### config.mk
export PLATFORM = sky130hd
export DESIGN_NAME = fingerprint_ack_packet_parser_unit
export DESIGN_NICKNAME = d
export VERILOG_FILES = /design/src/design/fapp_pkg.sv /design/src/design/fapp_core.sv /design/src/design/fingerprint_ack_packet_parser_unit.sv
export VERILOG_INCLUDE_DIRS = /design/src /design/src/design
export SDC_FILE = /design/constraint.sdc
export NUM_CORES = 1
export LEC_CHECK = 0
export BUFFER_PORTS_ARGS = -buffer_cell sky130_fd_sc_hd__buf_2
export CAP_MARGIN = 25
export CORE_MARGIN = 5
export CORE_UTILIZATION = 46
export DETAILED_ROUTE_END_ITERATION = 10
export GPL_ROUTABILITY_DRIVEN = 0
export GPL_TIMING_DRIVEN = 0
export PLACE_DENSITY = 0.65
export SYNTH_ARGS = -nofsm -noshare
export SYNTH_HDL_FRONTEND = slang
export SYNTH_SLANG_ARGS = --single-unit
### constraint.sdc
create_clock -name aclk -period 6.2 [get_ports aclk]
set_clock_uncertainty 0.15 [all_clocks]
set_input_delay 0.31 -clock aclk [delete_from_list [all_inputs] [get_ports aclk]]
set_output_delay 0.31 -clock aclk [all_outputs]
set_load 0.01 [all_outputs]
### src/design/fingerprint_ack_packet_parser_unit_defines.svh
// Assertion macros used by the acknowledge packet parser.
`ifndef FINGERPRINT_ACK_PACKET_PARSER_UNIT_DEFINES_SVH
`define FINGERPRINT_ACK_PACKET_PARSER_UNIT_DEFINES_SVH

// Same-cycle implication, checked outside reset.
`define FAPP_ASSERT_NOW(label, ante, cons, msg) \
    label: assert property (@(posedge aclk) disable iff (!aresetn) (ante) |-> (cons)) \
        else $error(msg);

// Next-cycle implication, checked outside reset.
`define FAPP_ASSERT_NEXT(label, ante, cons, msg) \
    label: assert property (@(posedge aclk) disable iff (!aresetn) (ante) |=> (cons)) \
        else $error(msg);

`endif

### src/design/fapp_pkg.sv
package fapp_pkg;

    // Fixed framing bytes of an acknowledge packet.
    localparam logic [7:0] START_HI_BYTE = 8'hEF;
    localparam logic [7:0] START_LO_BYTE = 8'h01;
    localparam logic [7:0] ACK_PID_BYTE  = 8'h07;
    localparam logic [15:0] MIN_LENGTH   = 16'd3;

    // Parser phases, one per header and checksum byte position, and one for all content bytes.
    typedef enum logic [3:0] {
        PH_START0,
        PH_START1,
        PH_ADDR0,
        PH_ADDR1,
        PH_ADDR2,
        PH_ADDR3,
        PH_PID,
        PH_LENHI,
        PH_LENLO,
        PH_BODY,
        PH_CKHI,
        PH_CKLO
    } phase_t;

    // Result status codes.
    typedef enum logic [2:0] {
        ST_OK       = 3'd0,
        ST_START    = 3'd1,
        ST_ADDRESS  = 3'd2,
        ST_PID      = 3'd3,
        ST_LENGTH   = 3'd4,
        ST_CHECKSUM = 3'd5
    } status_t;

    // One parser result.
    typedef struct packed {
        status_t     status;
        logic [7:0]  confirm_code;
        logic [15:0] word_a;
        logic [15:0] word_b;
        logic [15:0] body_length;
    } result_t;

endpackage

### src/design/fapp_core.sv
module fapp_core
    import fapp_pkg::*;
(
    input  logic        aclk,
    input  logic        aresetn,
    input  logic        byte_en,
    input  logic [7:0]  rx_byte,
    input  logic [31:0] module_address,
    output logic        res_valid,
    output result_t     res
);

    phase_t      phase_reg, phase_next;
    logic [15:0] count_reg, count_next;
    logic [15:0] length_reg, length_next;
    logic [15:0] sum_reg, sum_next;
    logic [7:0]  ck_high_reg, ck_high_next;
    logic [7:0]  confirm_reg, confirm_next;
    logic [15:0] word_a_reg, word_a_next;
    logic [15:0] word_b_reg, word_b_next;

    logic [15:0] count_inc;
    logic [15:0] length_full;
    logic [7:0]  want_byte;
    logic        finish;

    assign count_inc   = count_reg + 16'd1;
    assign length_full = {length_reg[15:8], rx_byte};

    // Expected address byte, most significant first.
    always_comb begin
        case (phase_reg)
            PH_ADDR0: want_byte = module_address[31:24];
            PH_ADDR1: want_byte = module_address[23:16];
            PH_ADDR2: want_byte = module_address[15:8];
            default:  want_byte = module_address[7:0];
        endcase
    end

    // Next state and result for the byte in hand.
    always_comb begin
        phase_next   = phase_reg;
        count_next   = count_reg;
        length_next  = length_reg;
        sum_next     = sum_reg;
        ck_high_next = ck_high_reg;
        confirm_next = confirm_reg;
        word_a_next  = word_a_reg;
        word_b_next  = word_b_reg;
        finish       = 1'b0;

        res.status       = ST_OK;
        res.confirm_code = confirm_reg;
        res.word_a       = word_a_reg;
        res.word_b       = word_b_reg;
        res.body_length  = length_reg;

        case (phase_reg)
            PH_START0: begin
                if (rx_byte != START_HI_BYTE) begin
                    finish     = 1'b1;
                    res.status = ST_START;
                end else begin
                    phase_next = PH_START1;
                end
            end
            PH_START1: begin
                if (rx_byte != START_LO_BYTE) begin
                    finish     = 1'b1;
                    res.status = ST_START;
                end else begin
                    phase_next = PH_ADDR0;
                end
            end
            PH_ADDR0, PH_ADDR1, PH_ADDR2, PH_ADDR3: begin
                if (rx_byte != want_byte) begin
                    finish     = 1'b1;
                    res.status = ST_ADDRESS;
                end else begin
                    phase_next = phase_t'(phase_reg + 4'd1);
                end
            end
            PH_PID: begin
                if (rx_byte != ACK_PID_BYTE) begin
                    finish     = 1'b1;
                    res.status = ST_PID;
                end else begin
                    sum_next   = {8'd0, rx_byte};
                    phase_next = PH_LENHI;
                end
            end
            PH_LENHI: begin
                length_next = {rx_byte, 8'd0};
                sum_next    = sum_reg + {8'd0, rx_byte};
                phase_next  = PH_LENLO;
            end
            PH_LENLO: begin
                length_next = length_full;
                sum_next    = sum_reg + {8'd0, rx_byte};
                if (length_full < MIN_LENGTH) begin
                    finish          = 1'b1;
                    res.status      = ST_LENGTH;
                    res.body_length = length_full;
                end else begin
                    count_next = 16'd0;
                    phase_next = PH_BODY;
                end
            end
            PH_BODY: begin
                sum_next   = sum_reg + {8'd0, rx_byte};
                count_next = count_inc;
                // Only the first five content bytes are kept.
                case (count_reg)
                    16'd0:   confirm_next = rx_byte;
                    16'd1:   word_a_next  = {rx_byte, 8'd0};
                    16'd2:   word_a_next  = {word_a_reg[15:8], rx_byte};
                    16'd3:   word_b_next  = {rx_byte, 8'd0};
                    16'd4:   word_b_next  = {word_b_reg[15:8], rx_byte};
                    default: ;
                endcase
                if (count_inc >= (length_reg - 16'd2)) begin
                    phase_next = PH_CKHI;
                end
            end
            PH_CKHI: begin
                ck_high_next = rx_byte;
                phase_next   = PH_CKLO;
            end
            PH_CKLO: begin
                finish     = 1'b1;
                res.status = ({ck_high_reg, rx_byte} == sum_reg) ? ST_OK : ST_CHECKSUM;
            end
            default: begin
                phase_next = PH_START0;
                count_next   = 16'd0;
                length_next  = 16'd0;
                sum_next     = 16'd0;
                ck_high_next = 8'd0;
                confirm_next = 8'd0;
                word_a_next  = 16'd0;
                word_b_next  = 16'd0;
            end
        endcase

        // Any result ends the frame and clears its state.
        if (finish) begin
            phase_next   = PH_START0;
            count_next   = 16'd0;
            length_next  = 16'd0;
            sum_next     = 16'd0;
            ck_high_next = 8'd0;
            confirm_next = 8'd0;
            word_a_next  = 16'd0;
            word_b_next  = 16'd0;
        end
    end

    assign res_valid = byte_en && finish;

    // Frame state registers.
    always_ff @(posedge aclk) begin
        if (!aresetn) begin
            phase_reg   <= PH_START0;
            count_reg   <= 16'd0;
            length_reg  <= 16'd0;
            sum_reg     <= 16'd0;
            ck_high_reg <= 8'd0;
            confirm_reg <= 8'd0;
            word_a_reg  <= 16'd0;
            word_b_reg  <= 16'd0;
        end else if (byte_en) begin
            phase_reg   <= phase_next;
            count_reg   <= count_next;
            length_reg  <= length_next;
            sum_reg     <= sum_next;
            ck_high_reg <= ck_high_next;
            confirm_reg <= confirm_next;
            word_a_reg  <= word_a_next;
            word_b_reg  <= word_b_next;
        end
    end

endmodule

### src/design/fingerprint_ack_packet_parser_unit.sv
// Acknowledge packet checker for a fingerprint module link. Received bytes enter on the
// s_ channel, one request per cycle at full rate unless a waiting result stalls the input; each
// byte is registered, checked against the frame position (start code EF 01, module address,
// identifier 07, length, content, checksum) by one level of logic, and at most one result per
// byte is registered on the m_ channel, after the byte has passed the input register. A result
// comes at the first bad byte or after the last checksum byte, and the next byte starts a new
// frame. While a result waits to be taken, the input register holds one more byte and then the
// input stalls until the result is accepted. The module address is written through cfg_wr_en
// and cfg_wr_data, by the user only while the parser is idle; the block does not enforce it.
`include "fingerprint_ack_packet_parser_unit_defines.svh"

module fingerprint_ack_packet_parser_unit
    import fapp_pkg::*;
(
    input  logic        aclk,
    input  logic        aresetn,
    input  logic        cfg_wr_en,
    input  logic [31:0] cfg_wr_data,
    input  logic        s_valid,
    output logic        s_ready,
    input  logic [7:0]  s_rx_byte,
    output logic        m_valid,
    input  logic        m_ready,
    output logic [2:0]  m_status,
    output logic [7:0]  m_confirm_code,
    output logic [15:0] m_word_a,
    output logic [15:0] m_word_b,
    output logic [15:0] m_body_length
);

    logic [31:0] address_reg;
    logic        in_valid_reg;
    logic [7:0]  in_byte_reg;
    logic        out_valid_reg;
    result_t     out_reg;
    logic        advance;
    logic        res_valid;
    result_t     res;

    // A byte moves on when the result register is free or being emptied.
    assign advance = in_valid_reg && (!out_valid_reg || m_ready);
    assign s_ready = !in_valid_reg || advance;

    // Module address register.
    always_ff @(posedge aclk) begin
        if (!aresetn) begin
            address_reg <= 32'hFFFF_FFFF;
        end else if (cfg_wr_en) begin
            address_reg <= cfg_wr_data;
        end
    end

    // Input byte register.
    always_ff @(posedge aclk) begin
        if (!aresetn) begin
            in_valid_reg <= 1'b0;
        end else if (s_valid && s_ready) begin
            in_valid_reg <= 1'b1;
        end else if (advance) begin
            in_valid_reg <= 1'b0;
        end
    end

    always_ff @(posedge aclk) begin
        if (s_valid && s_ready) begin
            in_byte_reg <= s_rx_byte;
        end
    end

    fapp_core u_core (
        .aclk           (aclk),
        .aresetn        (aresetn),
        .byte_en        (advance),
        .rx_byte        (in_byte_reg),
        .module_address (address_reg),
        .res_valid      (res_valid),
        .res            (res)
    );

    // Result register.
    always_ff @(posedge aclk) begin
        if (!aresetn) begin
            out_valid_reg <= 1'b0;
        end else if (advance) begin
            out_valid_reg <= res_valid;
        end else if (m_ready) begin
            out_valid_reg <= 1'b0;
        end
    end

    always_ff @(posedge aclk) begin
        if (res_valid) begin
            out_reg <= res;
        end
    end

    assign m_valid        = out_valid_reg;
    assign m_status       = out_reg.status;
    assign m_confirm_code = out_reg.confirm_code;
    assign m_word_a       = out_reg.word_a;
    assign m_word_b       = out_reg.word_b;
    assign m_body_length  = out_reg.body_length;

    // A stalled input stage only happens behind a stalled result.
    `FAPP_ASSERT_NOW(a_stall_cause, !s_ready, in_valid_reg && out_valid_reg && !m_ready, "input stalled without a stalled result")
    // A good packet always carries room for a confirmation code.
    `FAPP_ASSERT_NOW(a_ok_length, m_valid && (m_status == ST_OK), m_body_length >= MIN_LENGTH, "ok result with short length")
    // A length error reports the short length it saw.
    `FAPP_ASSERT_NOW(a_len_err, m_valid && (m_status == ST_LENGTH), m_body_length < MIN_LENGTH, "length error with valid length")
    // A result is only raised by a byte that moved through the parser.
    `FAPP_ASSERT_NEXT(a_res_source, !advance && !out_valid_reg, !m_valid, "result without a parsed byte")

endmodule

; After elaboration in Yosys (flattened, before gate mapping)
; Cells that the tools add are included.
[word_totals]
ramBits = 0
mem_bits_ro = 0
reg_bits = 201
elab_cells = 142
output_inout_bits = 61
latchBits = 0
memories = 0
[classes]
addsub = 4
mul = 0
muxes = 47
bitwise_logic = 0
order_cmp = 2
div = 0
n_eq_ne = 40
shifts = 0
n_reduce_logical = 29
[ops]
columns = operator, count
row1 = one-hot mux 16 bit (3 select lines), 3
row2 = one-hot mux 16 bit (2 select lines), 4
row3 = two-way mux 16 bit, 7
row4 = two-way mux 8 bit, 5
row5 = one-hot mux 4 bit (9 select lines), 1
row6 = "equality test 16 x 2 -> 1 bit, second input constant", 2
row7 = one-hot mux 8 bit (2 select lines), 2
row8 = "!= test 3 x 2 -> 1 bit, second input constant", 10
row9 = two-way mux 4 bit, 7
row10 = one-hot mux 8 bit (3 select lines), 1
row11 = OR reduction 11 bit, 2
row12 = OR reduction 10 bit, 2
row13 = one-hot mux 3 bit (6 select lines), 1
row14 = AND reduction 3 bit, 6
row15 = "adder 16 x 1 -> 16 bit, second input constant", 1
row16 = adder 16 x 8 -> 16 bit, 1
row17 = "equality test 16 x 1 -> 1 bit, second input constant", 1
row18 = equality test 16 bit, 1
row19 = "equality test 16 x 3 -> 1 bit, second input constant", 1
row20 = "equality test 4 x 3 -> 1 bit, second input constant", 4
row21 = "equality test 4 bit, second input constant", 4
row22 = >= comparator 16 bit, 1
row23 = logical NOT 16 bit, 1
row24 = "< comparator 16 x 2 -> 1 bit, second input constant", 1
row25 = 26 further kinds, 53

; Depth between registers and ports, before layout
[depth]
depth_word = 7
depth_mapped = 15
depth_no_buf = 14

; Modules after synthesis
; Synthesis repeated with hierarchy kept, for this count alone.
[hier_totals]
cells_unflattened = 968
hier_area_um2 = 9604.2
[by_module_without_submodules]
columns = module, cells_each, n_inst, area_each_um2
row1 = fapp_core, 787, 1, 6349.8
row2 = fingerprint_ack_packet_parser_unit, 181, 1, 3254.4

; Least setup slack after synthesis
; No wires, ideal clock.
[synth_path]
kind = flip-flop to flip-flop
from = register in_byte_reg[3]
to = register out_reg (netlist bit m_body_length[0]) (enable)
synth_period_minus_slack_ns = 5.290
setup_slack_ns = 0.910
setup_ns = 0.476
stages_incl_launch_ff = 10
path_buffers = 3
t_arrival_ns = 4.664
cell_sequence = edfxtp_1 buf_2 or4_1 nor3_2 nand4_2 and3_1 buf_1 and2_0 buf_2 nor2_1
[synth_between]
elab_chain_len = 4
[synth_lines]
columns = element, line
row1 = "start, declared", fingerprint_ack_packet_parser_unit.sv:33  ; logic [7:0] in_byte_reg;
row2 = "start signal, assigned", fingerprint_ack_packet_parser_unit.sv:66  ; in_byte_reg <= s_rx_byte;
row3 = < comparator 16 x 2 -> 1 bit (tied with other cells), fapp_core.sv:100  ; if (length_full < MIN_LENGTH) begin
row4 = "two-way mux 1 bit, on equally long branches", -
row5 = one-hot mux 1 bit (6 select lines) (*), fapp_core.sv:58  ; case (phase_reg)
row6 = logical AND 1 bit (*), fapp_core.sv:158  ; assign res_valid = byte_en && finish;
row7 = via res_valid, fingerprint_ack_packet_parser_unit.sv:37  ; logic res_valid;
row8 = "end signal, assigned", fingerprint_ack_packet_parser_unit.sv:93  ; out_reg <= res;
row9 = "end, declared", fingerprint_ack_packet_parser_unit.sv:35  ; result_t out_reg;
; The timed path passes the listed nets; every way through them passes the cells marked *.
; A chain may end at the register's enable or synchronous reset.

; Worst setup path after layout
[layout_path]
from = register u_core.count_reg[2]
to = register u_core.phase_reg[3]
[layout_between]
elab_chain_len = 4
[layout_lines]
columns = element, line
row1 = "start, declared", fapp_core.sv:14  ; logic [15:0] count_reg, count_next;
row2 = "start signal, assigned", fapp_core.sv:173  ; count_reg <= count_next;
row3 = adder 16 x 1 -> 16 bit, fapp_core.sv:27  ; assign count_inc = count_reg + 16'd1;
row4 = >= comparator 16 bit, fapp_core.sv:121  ; if (count_inc >= (length_reg - 16'd2)) begin
row5 = != test 3 x 1 -> 1 bit (no line), -
row6 = AND reduction 8 bit (no line), -
row7 = "end signal, assigned", fapp_core.sv:172  ; phase_reg <= phase_next;
row8 = "end, declared", fapp_core.sv:13  ; phase_t phase_reg, phase_next;
; No other way between the ends.

==> metrics.log <==
INFO  metric initial_utilization = between 40 and 50%
INFO  metric grt_overflow = 0
INFO  metric cp_max_fo = 9
INFO  metric launch_instance_of_the_worst_register_to_register_path = u_core.count_reg[2]
INFO  metric power.density_cell_area = 252.9 mW/mm^2
INFO  metric grt_antenna_before_repair = 0
INFO  metric cts_max_level = 1
INFO  metric intPower = 2.213 mW
INFO  metric total_power = 2.869 mW
INFO  metric die_area = roughly 0.023 mm^2
INFO  metric remaining_drc_errors = 0
INFO  metric r2r-end = u_core.phase_reg[3]
INFO  metric fmax = 229.3 MHz
INFO  metric start_kind = flop
INFO  metric cts_post_setup_buffers_inserted = 0
INFO  metric finalWirelength = 23,690 um
INFO  metric worst-r2r-cell-count = 15
INFO  metric path_cells = clkbuf_1 > nand3_1 > nor3_1 > nand3_1 > or2_2 > clkbuf_1 > nor2_1 > xor2_1 > ha_1 > a21o_1 > a21o_1 > a21oi_1 > a21oi_1 > a21oi_1 > mux2i_1
INFO  metric fin_nets = 1,145
INFO  metric hold_path.class = in -> reg
INFO  metric setup_tns = 0 ps
INFO  metric tritoncts = yes
INFO  metric detailedRoute.firstIterationViolations = 536
INFO  metric combinational_power_share = 7.2%
INFO  metric synth.most_common_cell = sky130_fd_sc_hd__dfxtp_1
INFO  metric detailroute.via_count = 7,555
INFO  metric post_route_cells_drive_above_1_share = between 10% and 20%
INFO  metric timing.hold.worst.start = cfg_wr_en
INFO  metric cp_slowest_stage_delay = approximately 510 ps
INFO  metric yosys-top-cells-count = sky130_fd_sc_hd__dfxtp_1 (134), sky130_fd_sc_hd__nand2_1 (93), sky130_fd_sc_hd__edfxtp_1 (67)
INFO  metric fp.coreArea = 0.02010 mm^2
INFO  metric ff2ff_setup_slack = approximately 1800 ps
INFO  metric netlist_instances = 892
INFO  metric seq_power_share = 49.2%
INFO  metric dominantRegCellSynth = sky130_fd_sc_hd__dfxtp_1
INFO  metric power_leakage = 4.455 nW
INFO  metric synth_sequential_area_ratio = 50.44%
INFO  metric setup-violations-final = 0
INFO  metric post_synth.cell_area_avg = 10.43 um^2
INFO  metric syn-num-nets = 971
INFO  metric synth-seq-cells = about 200
INFO  metric clock_path_buffers = 3
INFO  metric placedInstanceArea = between 0.01 and 0.015 mm^2
INFO  metric first_global_vias = 7,199
INFO  metric grt_max_degree = 39
INFO  metric wl_per_cell = 17.52 um
INFO  metric async_set_reset_flop_share_out_of_synthesis = 0%
INFO  metric numClockSinks = ~200
INFO  metric share_clk_of_total_power = 43.6%
INFO  metric timing.final.crit_period = 4362 ps
INFO  metric flow.area_growth_from_synthesis = 21.90%
INFO  metric worst_slack = 1838 ps
INFO  metric floorplan.rows = 52
INFO  metric relSlewSlack = 40.24%
INFO  metric result_of_the_run = complete, no violations
INFO  metric synth.lib_cells_used.distinct = 73
INFO  metric clk_lat_worst_skew = slightly above 500 ps
INFO  metric gr-usage-all-layers = 19.89%
INFO  metric path_class = reg -> reg
INFO  metric pin_count = 106
INFO  metric cts_inserted_buffers = 22
INFO  metric crit_path_end_kind = flop
INFO  metric clkTransAtPathRegs = 60 ps
INFO  metric crit_path_frequent_cell = sky130_fd_sc_hd__a21oi_1
INFO  metric netlist_top_cells_area = sky130_fd_sc_hd__dfxtp_1 (29%), sky130_fd_sc_hd__edfxtp_1 (22%), sky130_fd_sc_hd__ha_1 (4.4%)
INFO  metric n_antenna_cell = 0
INFO  metric synthDominantAreaCellType = sky130_fd_sc_hd__dfxtp_1
INFO  metric placement.io_buffers = approximately 100
INFO  metric place.detailed.hpwl = 16,240 um
INFO  metric min_delay_path_depth = 3
INFO  metric ctsResizeCount = 0
INFO  metric net_switching_component_of_the_power = 0.6568 mW
INFO  metric yosysWarnings = 0
INFO  metric timing_hold_violations_final = 0
INFO  metric min_delay_worst_endpoint = address_reg[0]
INFO  metric design_area = 0.01134 mm^2
INFO  metric critical-path-slowest-cell = sky130_fd_sc_hd__a21oi_1
INFO  metric netSwitchingFraction = 22.89%
INFO  metric min_period_over_period = 70.35%
INFO  metric dieWidth = ~150 um
INFO  metric dp_slack = 1885 ps
INFO  metric dieHeight = 152.2 um
INFO  metric cp.buffers_inverters = 2
INFO  metric tightest_slew = 896.4 ps
INFO  metric via_per_inst = 5.588
INFO  metric synth-edff-count = 67
INFO  metric critPathRequiredTime = 6470 ps
INFO  metric power.ir.vdd_worst = about 230 uV
INFO  metric postRouteAntennaNets = 0
INFO  metric top_cell_family_by_delay_on_the_critical_path = simple AND/OR/NAND/NOR gates
INFO  metric post_synth_instance_area = slightly above 0.009 mm^2
INFO  metric largest_reg_flops = 32
INFO  metric rsz0062_at_grt = no
INFO  metric nFillCells = around 1,800
INFO  metric grt_pass1_wl = between 30,000 and 40,000 um
INFO  metric drtPass1Iterations = 5
INFO  metric max_cap_violations = 0
INFO  metric cts_root_buffer = sky130_fd_sc_hd__clkbuf_16
INFO  metric cp_data_arrival_time = 4640 ps
INFO  metric synth_largest_type_area_fraction = a little under 30%
INFO  metric final_max_slew_viol_count = 0
[what timing repair did]
action,in CTS,in global routing
hold buffers,43,0
hold endpoints to repair,42,0
endpoints found under the setup margin,0,0
[area by class of cell]
cell class / count / area (um^2) / area share, %
flip-flops and latches: 201 / 4695 / 41.38
multi-input cells: 625 / 4359 / 38.43
repair buffers: 150 / 983.4 / 8.669
clock buffers: 27 / 600.6 / 5.294
well taps: 270 / 337.8 / 2.978
plain buffers: 51 / 210.2 / 1.853
clock inverters: 13 / 102.6 / 0.9044
inverters: 15 / 56.30 / 0.4963
[power by group through the flow]
stage	Clock [mW]	Sequential [mW]	Combinational, mW
after floorplan	0	1.45	0.0984
after global placement	0	1.44	0.179
final	1.25	1.41	0.205
after global routing	1.34	1.42	0.223
after detailed placement	0	1.44	0.183
after CTS	1.29	1.41	0.204
[tightest hold or removal path, stage by stage]
cell and delay, ps:
sky130_fd_sc_hd__clkbuf_1 180, sky130_fd_sc_hd__mux2i_1 160, sky130_fd_sc_hd__nand2_1 60
[worst max-delay path by stage]
stage          slack (ps)                   to                 from  cells past startpoint
4_1_cts              1860  u_core.phase_reg[3]  u_core.count_reg[2]                     15
5_1_grt              1430  u_core.phase_reg[3]  u_core.count_reg[2]                     15
2_1_floorplan         910     m_body_length[0]       in_byte_reg[3]                      9
3_3_place_gp         -710    m_body_length[12]       in_byte_reg[6]                      9
3_5_place_dp         1890  u_core.phase_reg[2]  u_core.count_reg[2]                     15
6_report             1840  u_core.phase_reg[3]  u_core.count_reg[2]                     15
[through the flow]
stage          cells  hold WS, ps  utilization [%]
2_1_floorplan    892        258.9                -
3_3_place_gp    1266        270.1            50.56
3_5_place_dp    1269        269.6            50.79
4_1_cts         1352        59.83            56.43
5_1_grt         1352        87.96            56.43
6_report        1352        83.45            56.43
[logic make-up after synthesis]
family,synth area share (%)
xor+xnor,4.988
compound gates,17.40
fa+ha+maj,4.652
flops,50.44
buf+inv,2.864
mux,3.872
simple gates,15.78
[routing by layer]
metal  GRT usage, %  up-vias  part of all wire (%)
li1               -     3676                     -
met3          3.465       43                   5.8
met4          5.950        0                   2.9
met1          27.10     3589                    45
met5              0        -                     0
met2          32.60      247                    46
[cell usage in the layout (no fill, tap or decap), types with 12 or more instances in the layout]
master                          instances
sky130_fd_sc_hd__a32oi_1               16
sky130_fd_sc_hd__nand3_1               29
sky130_fd_sc_hd__nand4_1               12
sky130_fd_sc_hd__mux2i_1               36
sky130_fd_sc_hd__dfxtp_1              134
sky130_fd_sc_hd__clkbuf_1              35
sky130_fd_sc_hd__o21ai_0               24
sky130_fd_sc_hd__clkbuf_16             23
sky130_fd_sc_hd__edfxtp_1              67
sky130_fd_sc_hd__buf_2                114
sky130_fd_sc_hd__nor2_1                58
sky130_fd_sc_hd__inv_1                 15
sky130_fd_sc_hd__nand2_1               93
sky130_fd_sc_hd__a21o_1                14
sky130_fd_sc_hd__xnor2_1               33
sky130_fd_sc_hd__dlygate4sd3_1         43
sky130_fd_sc_hd__a22o_1                13
sky130_fd_sc_hd__ha_1                  33
sky130_fd_sc_hd__xor2_1                20
sky130_fd_sc_hd__nor3_1                12
sky130_fd_sc_hd__a21oi_1               36
sky130_fd_sc_hd__o2bb2ai_1             32
Note: power is estimated with default switching activity, not from simulation.
